## src/design/are_pkg.sv

```systemverilog
// Package for the arithmetic run encoder: defaults, item and result types.
// No dependencies.
package are_pkg;

  // Default width of the block counter
  localparam int unsigned CountBitsDef = 32;

  // Input request as held in the front queue
  typedef struct packed {
    logic [63:0] value;
    logic        eos;
  } item_t;

  // Emitted block as held in the output queue
  typedef struct packed {
    logic [63:0] base_value;
    logic [63:0] step;
    logic [31:0] extra_count;
    logic        fin;
  } result_t;

endpackage

```

## src/design/are_front.sv

```systemverilog
// Front of the arithmetic run encoder: two-entry input queue.
// Depends on are_pkg.
module are_front (
  input  logic           clk_i,
  input  logic           rst_ni,
  input  logic           in_valid_i,
  output logic           in_ready_o,
  input  are_pkg::item_t in_item_i,
  output logic           head_valid_o,
  output are_pkg::item_t head_o,
  input  logic           pop_i
);
  import are_pkg::*;

  item_t       mem_q [2];
  logic        wptr_q, wptr_d;
  logic        rptr_q, rptr_d;
  logic [1:0]  cnt_q, cnt_d;
  logic        push;

  // Accept while a slot is free
  assign in_ready_o   = (cnt_q != 2'd2);
  assign push         = in_valid_i && in_ready_o;
  assign head_valid_o = (cnt_q != 2'd0);
  assign head_o       = mem_q[rptr_q];

  // Advance pointers and count
  always_comb begin
    wptr_d = wptr_q ^ push;
    rptr_d = rptr_q ^ pop_i;
    cnt_d  = cnt_q + 2'(push) - 2'(pop_i);
  end

  always_ff @(posedge clk_i or negedge rst_ni) begin
    if (!rst_ni) begin
      wptr_q <= 1'b0;
      rptr_q <= 1'b0;
      cnt_q  <= 2'd0;
    end else begin
      wptr_q <= wptr_d;
      rptr_q <= rptr_d;
      cnt_q  <= cnt_d;
    end
  end

  // Store the request payload
  always_ff @(posedge clk_i) begin
    if (push) begin
      mem_q[wptr_q] <= in_item_i;
    end
  end

endmodule

```

## src/design/are_back.sv

```systemverilog
// Back of the arithmetic run encoder: block state, classification and
// four-entry output queue. Depends on are_pkg.
module are_back #(
  parameter int unsigned COUNT_BITS = are_pkg::CountBitsDef
) (
  input  logic             clk_i,
  input  logic             rst_ni,
  input  logic             head_valid_i,
  input  are_pkg::item_t   head_i,
  output logic             pop_o,
  output logic             res_valid_o,
  input  logic             res_ready_i,
  output are_pkg::result_t res_o
);
  import are_pkg::*;

  localparam int unsigned CntW = (COUNT_BITS < 32) ? COUNT_BITS : 32;

  // Open block state
  logic            open_q, open_d, open_n;
  logic [63:0]     base_q, base_d, base_n;
  logic [63:0]     step_q, step_d, step_n;
  logic [CntW-1:0] extra_q, extra_d, extra_n;
  logic [63:0]     last_q, last_d, last_n;

  // Output queue
  result_t         ofifo_q [4];
  logic [1:0]      owptr_q, owptr_d;
  logic [1:0]      orptr_q, orptr_d;
  logic [2:0]      ocnt_q, ocnt_d;

  logic            hit, brk, deq, we0, we1;
  logic [1:0]      nwr;
  result_t         res_a, res_b, wd0;

  // Classify the head request against the open block
  always_comb begin
    hit    = open_q && (head_i.value == last_q + step_q) && !(&extra_q);
    brk    = open_q && !hit && (extra_q != '0);
    open_n = 1'b1;
    base_n = base_q;
    step_n = step_q;
    extra_n = extra_q;
    last_n = head_i.value;
    if (!open_q || brk) begin
      base_n  = head_i.value;
      step_n  = '0;
      extra_n = '0;
    end else if (hit) begin
      extra_n = extra_q + CntW'(1);
    end else begin
      step_n  = head_i.value - base_q;
      extra_n = CntW'(1);
    end
  end

  // Form the closed block and the flushed block
  always_comb begin
    res_a = '{base_value: base_q, step: step_q, extra_count: 32'(extra_q),
              fin: !head_i.eos};
    res_b = '{base_value: base_n, step: step_n, extra_count: 32'(extra_n),
              fin: 1'b1};
  end

  // Take a request only when two output slots are free
  assign pop_o = head_valid_i && (ocnt_q <= 3'd2);
  assign we0   = pop_o && (brk || head_i.eos);
  assign we1   = pop_o && brk && head_i.eos;
  assign wd0   = brk ? res_a : res_b;
  assign nwr   = 2'(we0) + 2'(we1);

  assign res_valid_o = (ocnt_q != 3'd0);
  assign res_o       = ofifo_q[orptr_q];
  assign deq         = res_valid_o && res_ready_i;

  // Update block state; drop the block after the end of stream
  always_comb begin
    open_d  = open_q;
    base_d  = base_q;
    step_d  = step_q;
    extra_d = extra_q;
    last_d  = last_q;
    if (pop_o) begin
      if (head_i.eos) begin
        open_d  = 1'b0;
        base_d  = '0;
        step_d  = '0;
        extra_d = '0;
        last_d  = '0;
      end else begin
        open_d  = open_n;
        base_d  = base_n;
        step_d  = step_n;
        extra_d = extra_n;
        last_d  = last_n;
      end
    end
    owptr_d = owptr_q + nwr;
    orptr_d = orptr_q + 2'(deq);
    ocnt_d  = ocnt_q + 3'(nwr) - 3'(deq);
  end

  always_ff @(posedge clk_i or negedge rst_ni) begin
    if (!rst_ni) begin
      open_q  <= 1'b0;
      base_q  <= '0;
      step_q  <= '0;
      extra_q <= '0;
      last_q  <= '0;
      owptr_q <= 2'd0;
      orptr_q <= 2'd0;
      ocnt_q  <= 3'd0;
    end else begin
      open_q  <= open_d;
      base_q  <= base_d;
      step_q  <= step_d;
      extra_q <= extra_d;
      last_q  <= last_d;
      owptr_q <= owptr_d;
      orptr_q <= orptr_d;
      ocnt_q  <= ocnt_d;
    end
  end

  // Write up to two results per request
  always_ff @(posedge clk_i) begin
    if (we0) begin
      ofifo_q[owptr_q] <= wd0;
    end
    if (we1) begin
      ofifo_q[owptr_q + 2'd1] <= res_b;
    end
  end

endmodule

```

## src/design/arithmetic_run_encoder.sv

```systemverilog
// Top level of the arithmetic run encoder: input queue feeding the block
// engine with its output queue. Depends on are_pkg, are_front, are_back.
//
//   channel  direction  handshake                 payload
//   in       input      in_valid_i / in_ready_o   value_i, end_of_stream_i
//   out      output     out_valid_o / out_ready_i base_value_o, step_o,
//                                                 extra_count_o, final_block_o
//
// One request per cycle sustained while results are taken, set by the single
// compare-and-add on the running last value in the back end. A request waits
// in the input queue and its result in the output queue before it is offered.
// Reset empties both queues and leaves no block open.
// The back end takes a request only while its four-entry output queue has two
// free slots, so an output stall backs up into the two-entry input queue.
module arithmetic_run_encoder #(
  parameter int unsigned COUNT_BITS = are_pkg::CountBitsDef
) (
  input  logic        clk_i,
  input  logic        rst_ni,
  input  logic        in_valid_i,
  output logic        in_ready_o,
  input  logic [63:0] value_i,
  input  logic        end_of_stream_i,
  output logic        out_valid_o,
  input  logic        out_ready_i,
  output logic [63:0] base_value_o,
  output logic [63:0] step_o,
  output logic [31:0] extra_count_o,
  output logic        final_block_o
);
  import are_pkg::*;

  item_t   in_item, head;
  logic    head_valid, pop;
  result_t res;

  assign in_item = '{value: value_i, eos: end_of_stream_i};

  // Buffer incoming requests
  are_front u_front (
    .clk_i        (clk_i),
    .rst_ni       (rst_ni),
    .in_valid_i   (in_valid_i),
    .in_ready_o   (in_ready_o),
    .in_item_i    (in_item),
    .head_valid_o (head_valid),
    .head_o       (head),
    .pop_i        (pop)
  );

  // Build blocks and queue results
  are_back #(
    .COUNT_BITS (COUNT_BITS)
  ) u_back (
    .clk_i        (clk_i),
    .rst_ni       (rst_ni),
    .head_valid_i (head_valid),
    .head_i       (head),
    .pop_o        (pop),
    .res_valid_o  (out_valid_o),
    .res_ready_i  (out_ready_i),
    .res_o        (res)
  );

  assign base_value_o  = res.base_value;
  assign step_o        = res.step;
  assign extra_count_o = res.extra_count;
  assign final_block_o = res.fin;

endmodule

```

## config.mk

```make
export PLATFORM = sky130hd
export DESIGN_NAME = arithmetic_run_encoder
export DESIGN_NICKNAME = d
export VERILOG_FILES = /design/src/design/are_pkg.sv /design/src/design/are_front.sv /design/src/design/are_back.sv /design/src/design/arithmetic_run_encoder.sv
export SDC_FILE = /design/constraint.sdc
export NUM_CORES = 2
export LEC_CHECK = 0
export BUFFER_PORTS_ARGS = -buffer_cell sky130_fd_sc_hd__buf_2
export CAP_MARGIN = 0
export CORE_UTILIZATION = 35
export CTS_BUF_LIST = sky130_fd_sc_hd__clkbuf_8
export DETAILED_ROUTE_END_ITERATION = 10
export HOLD_SLACK_MARGIN = 0.05
export PLACE_DENSITY = 0.51
export SYNTH_ARGS = -nofsm -noshare
export SYNTH_HDL_FRONTEND = slang
export SYNTH_SLANG_ARGS = --single-unit
```

## constraint.sdc

```tcl
create_clock -name clk_i -period 8.7 [get_ports clk_i]
set_input_delay 0.435 -clock clk_i [delete_from_list [all_inputs] [get_ports clk_i]]
set_output_delay 0.435 -clock clk_i [all_outputs]
set_load 0.005 [all_outputs]
```

# Word-level counts from Yosys, hierarchy flattened
# Memory sizes are Yosys's and may differ from the RTL's.
# Index checks and enable logic that the tools add are counted.
# word_totals
register_bits	236
ram_bits	774
input_bits	69
out_inout_bits	163
wordCells	66
memories	2
# op_classes
addsub	11
n_lt_le_gt_ge	1
n_eq_ne	2
n_mux	17
n_bitwise	2
n_reduce_logical	20
# mem_list
memory	words	width	rd	rd_clocked_by_memory_dff	wr	line_no	rtl
u_back.ofifo_q	4	161	1	0	2	are_back.sv:27	result_t ofifo_q [4];
u_front.mem_q	2	65	1	0	1	are_front.sv:15	item_t mem_q [2];
# op_table
cell	count
two-way mux 64 bit	6
two-way mux 161 bit	1
two-way mux 32 bit	3
adder 64 bit	1
equality test 64 bit	1
subtractor 64 bit	1
adder 32 x 1 -> 32 bit (second input constant)	1
AND reduction 32 bit	1
nonzero test 32 bit	1
logical AND 1 bit	10
two-way mux 1 bit	7
adder 2 x 1 -> 2 bit	2
logical NOT 1 bit	4
adder 3 x 2 -> 3 bit	1
<= comparator 3 x 2 -> 1 bit (second input constant)	1
nonzero test 3 bit	1
subtractor 3 x 1 -> 3 bit	1
adder 1 x 1 -> 2 bit	1
adder 2 x 1 -> 2 bit (second input constant)	1
adder 2 bit	1
logical OR 1 bit	2
inequality test 2 bit (second input constant)	1
nonzero test 2 bit	1
subtractor 2 x 1 -> 2 bit	1
bitwise XOR 1 bit	2

# Logic depth before layout (Yosys ltp)
# logic_depth
word_depth	12
mapped_depth	24

# Hierarchy
# A second synthesis with hierarchy kept.
# unflattened
hier_cells	5148
hier_area_um2	57226.1
# by_module_without_submodules
module	instances	cells_each	area_per_inst_um2	seq_area_each_um2
are_back	1	4927	52168.8	25104.1
are_front	1	221	5057.4	4003.8

# Worst setup path after synthesis
# OpenSTA, ideal clock, no wires.
# synth_timing
path_kind	reg-to-reg
startpoint	reg u_back.step_q[0]
endpoint	mem u_back.ofifo_q[3][100] (netlist bit) (enable)
setup_ps	1336
t_arrival_ps	6936
required_ps	7364
slack_ps	428
stages_incl_launch_ff	19
period_less_slack_ps	8272
cell_sequence	dfrtp_1 -> ha_1 -> fa_1 -> a21o_1 -> a221oi_1 -> o22a_1 -> nand4_1 -> and4_1 -> a311o_1 -> nor4_1 -> nand4_1 -> a2111oi_2 -> nand4_1 -> o21ai_1 -> o31a_1 -> buf_2 -> buf_4 -> buf_2 -> nand2_1
# synth_lines
element	line_no	rtl
start: declaration	are_back.sv:22	logic [63:0] step_q, step_d, step_n;
start signal: assignment	are_back.sv:116	step_q <= step_d;
end: declaration	are_back.sv:27	

==> impl_metrics.prom <==
# TYPE chip_impl_metric gauge
chip_impl_metric{name="drive_above_1_share",unit=""} 0.1640
chip_impl_metric{name="yosysTopAreaCellShare",unit=""} 0.4203
chip_impl_metric{name="port_buffers",unit=""} 231
chip_impl_metric{name="clock.fmax",unit="GHz"} 0.1428
chip_impl_metric{name="critical-path-max-stage-delay",unit="ns"} 0.90
chip_impl_metric{name="fillers",unit=""} 15050
chip_impl_info{name="status",value="completed"} 1
chip_impl_metric{name="ctsHtreeMaxLevel",unit=""} 4
chip_impl_metric{name="cellPowerDensity",unit="nW/µm²"} 389.4
chip_impl_metric{name="initialDrtViolationCount",unit=""} 4549
chip_impl_info{name="yosysMostFrequentCell",value="sky130_fd_sc_hd__edfxtp_1"} 1
chip_impl_metric{name="dp_hpwl",unit="µm"} 132500
chip_impl_metric{name="placedInstanceArea",unit="µm²"} 58560
chip_impl_metric{name="fin_crit_sh",unit=""} 0.8049
chip_impl_metric{name="r2r_slack",unit="ns"} 1.70
chip_impl_metric{name="first_pass_grt_wire_length",unit="µm"} 297300
chip_impl_metric{name="maximum_number_of_pins_on_one_net_before_global_route_repair",unit=""} 167
chip_impl_metric{name="initial_core_util",unit=""} 0.3522
chip_impl_info{name="hold_start",value="value_i[41]"} 1
chip_impl_metric{name="clockBufferDepth",unit=""} 3
chip_impl_metric{name="ant_nets",unit=""} 0
chip_impl_info{name="clock-root-buffer",value="sky130_fd_sc_hd__clkbuf_8"} 1
chip_impl_metric{name="leakage",unit="nW"} 22.14
chip_impl_metric{name="antenna_found_initial",unit=""} 8
chip_impl_metric{name="drv.max_cap_violation_count",unit=""} 0
chip_impl_info{name="timing_worst_setup_path_type",value="reg2reg"} 1
chip_impl_metric{name="vias_per_cell",unit=""} 6.028
chip_impl_metric{name="setup_total_negative_slack",unit="ns"} 0
chip_impl_metric{name="final_max_slew_viol_count",unit=""} 0
chip_impl_metric{name="number_of_global_route_vias_before_repair",unit=""} 43190
chip_impl_info{name="reg2reg_from",value="u_back.step_q[26]"} 1
chip_impl_metric{name="synth.cell_area",unit="µm²"} 55010
chip_impl_metric{name="cts.reportedPaths.clkPinSlew",unit="ns"} 0.06
chip_impl_metric{name="multi_input_gate_area",unit="µm²"} 23780
chip_impl_info{name="hp-class",value="in2reg"} 1
chip_impl_metric{name="vdd_drop_max",unit="µV"} 301.9
chip_impl_metric{name="coreArea",unit="µm²"} 156200
chip_impl_metric{name="synth-edff-count",unit=""} 770
chip_impl_metric{name="cts_sinks",unit=""} 1010
chip_impl_metric{name="drt-wirelength-per-cell",unit="µm"} 27.62
chip_impl_info{name="synthDominantAreaCellType",value="sky130_fd_sc_hd__edfxtp_1"} 1
chip_impl_metric{name="transition_time_of_the_tightest_slew_check_pin",unit="ns"} 1.190
chip_impl_metric{name="clock_insertion_delay_worst_skew",unit="ns"} 0.94
chip_impl_info{name="endpoint_class_of_the_critical_path",value="register"} 1
chip_impl_metric{name="hold_depth",unit=""} 2
chip_impl_info{name="worst_r2r_endpoint",value="u_back.ofifo_q[2][123]"} 1
chip_impl_metric{name="critPathArrivalTime",unit="ns"} 7.61
chip_impl_metric{name="dieArea",unit="µm²"} 158800
chip_impl_info{name="worst_hold_path.endpoint",value="u_front.mem_q[1][42]"} 1
chip_impl_metric{name="total_number_of_yosys_warnings",unit=""} 0
chip_impl_metric{name="flow.area_growth_from_synthesis",unit="%"} 14.43
chip_impl_metric{name="final_nets",unit=""} 5337
chip_impl_metric{name="worst-endpoint-required",unit="ns"} 9.31
chip_impl_metric{name="drt_drc_violations_left",unit=""} 0
chip_impl_metric{name="postSynth.asyncResetShare",unit=""} 0.2337
chip_impl_metric{name="via_count",unit=""} 44300
chip_impl_metric{name="gr-usage-all-layers",unit=""} 0.2517
chip_impl_metric{name="syn-instance-count",unit=""} 4899
chip_impl_info{name="cp_max_delay_cell",value="sky130_fd_sc_hd__buf_4"} 1
chip_impl_metric{name="design.portCount",unit=""} 232
chip_impl_metric{name="path_buf_inv",unit=""} 3
chip_impl_metric{name="r2r.worst_path.cells",unit=""} 16
chip_impl_metric{name="total_wirelength",unit="µm"} 203000
chip_impl_metric{name="timing.final.hold_violations",unit=""} 0
chip_impl_metric{name="design_power_total",unit="W"} 0.02451
chip_impl_info{name="synth.top_cells.by_count",value="770 x sky130_fd_sc_hd__edfxtp_1, 471 x sky130_fd_sc_hd__a21oi_1, 406 x sky130_fd_sc_hd__nand2_1"} 1
chip_impl_metric{name="syn_area_per_cell",unit="µm²"} 11.23
chip_impl_metric{name="fp.dieH",unit="µm"} 398.5
chip_impl_metric{name="die-width",unit="µm"} 398.5
chip_impl_info{name="kind_of_cell_adding_the_most_delay_to_the_critical_path",value="simple AND/OR/NAND/NOR gates"} 1
chip_impl_info{name="crit_chain",value="ha_1 > nand4_1 > nor3_1 > and3_1 > a32o_1 > a21oi_1 > o41ai_1 > nor2_1 > xnor2_1 > nor4_1 > nand4_1 > buf_4 > a211oi_4 > buf_4 > buf_4 > o22ai_1"} 1
chip_impl_metric{name="final.setup_skew",unit="ns"} 0.06976
chip_impl_metric{name="finalSetupViolCount",unit=""} 0
chip_impl_metric{name="core.rowCount",unit=""} 145
chip_impl_metric{name="layout_min_cycle_time",unit="ns"} 7.002
chip_impl_metric{name="grt.overflow.total",unit=""} 0
chip_impl_info{name="worstSetupStartpointType",value="register"} 1
chip_impl_metric{name="drt-pass1-iter-count",unit=""} 6
chip_impl_metric{name="cts_buffers",unit=""} 180
chip_impl_metric{name="number_of_distinct_library_cells_after_synthesis",unit=""} 93
chip_impl_metric{name="register_area",unit="µm²"} 29120
chip_impl_info{name="grt_setup_unrepaired",value="no"} 1
chip_impl_metric{name="stdcell_area",unit="µm²"} 62950
chip_impl_info{name="tritoncts",value="built"} 1
chip_impl_info{name="crit_path_frequent_cell",value="sky130_fd_sc_hd__buf_4"} 1
chip_impl_metric{name="ys_seq_area_frac",unit=""} 0.5291
chip_impl_metric{name="post_cts_buffers",unit=""} 0
chip_impl_metric{name="slew_hr",unit=""} 0.2011
chip_impl_info{name="synth_area_leaders",value="sky130_fd_sc_hd__edfxtp_1 42%, sky130_fd_sc_hd__dfrtp_1 11%, sky130_fd_sc_hd__mux4_2 6.6%, sky130_fd_sc_hd__a21oi_1 4.3%, sky130_fd_sc_hd__ha_1 3.1%"} 1
chip_impl_metric{name="synth.ff_latch_count",unit=""} 1010
chip_impl_metric{name="mappedNetlistNets",unit=""} 5109
chip_impl_metric{name="critPathMaxFanout",unit=""} 63
chip_impl_metric{name="finalWeightedCongestion",unit=""} 0.9543
chip_impl_info{name="most_used_flip_flop_cell_after_synthesis",value="sky130_fd_sc_hd__edfxtp_1"} 1
## final cells by class
type	count	area share
diodes	3	0.0001193
clock buffers	206	0.04504
clock inverters	136	0.01316
inverters	177	0.01079
multi-input cells	3328	0.3777
flip-flops and latches	1010	0.4626
well taps	2058	0.04090
repair buffers	430	0.04969
## cells in the final DEF (no fill, tap or decap), types with 47 or more instances in the layout
| cell | count |
|---|---|
| sky130_fd_sc_hd__edfxtp_1 | 770 |
| sky130_fd_sc_hd__a21oi_1 | 470 |
| sky130_fd_sc_hd__nand2_1 | 403 |
| sky130_fd_sc_hd__o22ai_1 | 258 |
| sky130_fd_sc_hd__o21ai_0 | 250 |
| sky130_fd_sc_hd__inv_1 | 233 |
| sky130_fd_sc_hd__dfrtp_1 | 232 |
| sky130_fd_sc_hd__buf_2 | 230 |
| sky130_fd_sc_hd__nand3_1 | 209 |
| sky130_fd_sc_hd__clkbuf_8 | 206 |
| sky130_fd_sc_hd__nor2_1 | 174 |
| sky130_fd_sc_hd__mux4_2 | 161 |
| sky130_fd_sc_hd__ha_1 | 136 |
| sky130_fd_sc_hd__xnor2_1 | 121 |
| sky130_fd_sc_hd__buf_4 | 107 |
| sky130_fd_sc_hd__nand4_1 | 105 |
| sky130_fd_sc_hd__a22o_1 | 83 |
| sky130_fd_sc_hd__o211ai_1 | 82 |
| sky130_fd_sc_hd__nor3_1 | 72 |
| sky130_fd_sc_hd__a31oi_1 | 71 |
| sky130_fd_sc_hd__a21o_1 | 70 |
| sky130_fd_sc_hd__dlygate4sd3_1 | 69 |
| sky130_fd_sc_hd__mux2i_1 | 66 |
| sky130_fd_sc_hd__a22oi_1 | 66 |
| sky130_fd_sc_hd__a211oi_1 | 62 |
| sky130_fd_sc_hd__xor2_1 | 47 |
## registers in the layout, summed over array words and instances (netlist names), 3 cells and up
register	flops
u_back.ofifo_q	644
u_front.mem_q	130
u_back.base_q	64
u_back.last_q	64
u_back.step_q	64
u_back.extra_q	32
u_back.ocnt_q	3
## routing by layer
layer / global-route usage / share of wire
met1: 0.3598 / 0.44
met2: 0.3872 / 0.45
met3: 0.04722 / 0.081
met4: 0.07307 / 0.023
met5: 0 / 0.000074
## cells by family (layout without fill, tap and decap cells)
logic type | Yosys count | count (layout) | share of synthesized area
DFF | 1010 | 1010 | 0.5291
other | 0 | 3 | 0
muxes | 244 | 244 | 0.08229
and+or+nand+nor | 1158 | 1158 | 0.1004
buffers and inverters | 561 | 949 | 0.04278
adders and majority gates | 141 | 141 | 0.03248
AOI/OAI and AO/OA | 1617 | 1617 | 0.1862
xor gates and xnor gates | 168 | 168 | 0.02675
## worst max-delay path by stage
stage                                 start                endpoint  slack (ns)  cells after the start
final                     u_back.step_q[26]  u_back.ofifo_q[2][123]        1.70                     16
after global routing       u_back.step_q[0]   u_back.ofifo_q[3][58]        1.63                     16
after CTS                 u_back.step_q[26]  u_back.ofifo_q[2][123]        1.84                     16
after detailed placement  u_back.step_q[26]  u_back.ofifo_q[2][123]        1.89                     16
after global placement    u_back.step_q[26]  u_back.ofifo_q[2][128]        1.82                     16
after floorplan            u_back.step_q[0]  u_back.ofifo_q[3][100]        0.43                     18
## through the flow
step           cells  hold WS, ns  setup WS [ns]  utilization
6_report        7348       0.2125          1.698       0.4030
5_1_grt         7347       0.1505          1.626       0.4030
4_1_cts         7345      0.08560          1.840       0.4030
3_5_place_dp    6933       0.4469          1.887       0.3749
3_3_place_gp    6933       0.4461          1.824       0.3749
2_1_floorplan   4899       0.1394         0.4278            -
## report_power, final
group          internal, W  leakage, nW  switching, W  total [W]
clock              0.00239         2.08       0.00214    0.00454
combinational      0.00413         9.75       0.00849     0.0126
sequential         0.00644         10.3      0.000913    0.00735
## what timing repair did
| action | CTS | global route |
|---|---|---|
| resized for setup | 0 | 0 |
| hold endpoints to repair | 197 | 0 |
| hold buffers | 70 | 0 |
(Power assumes the default switching activity.)
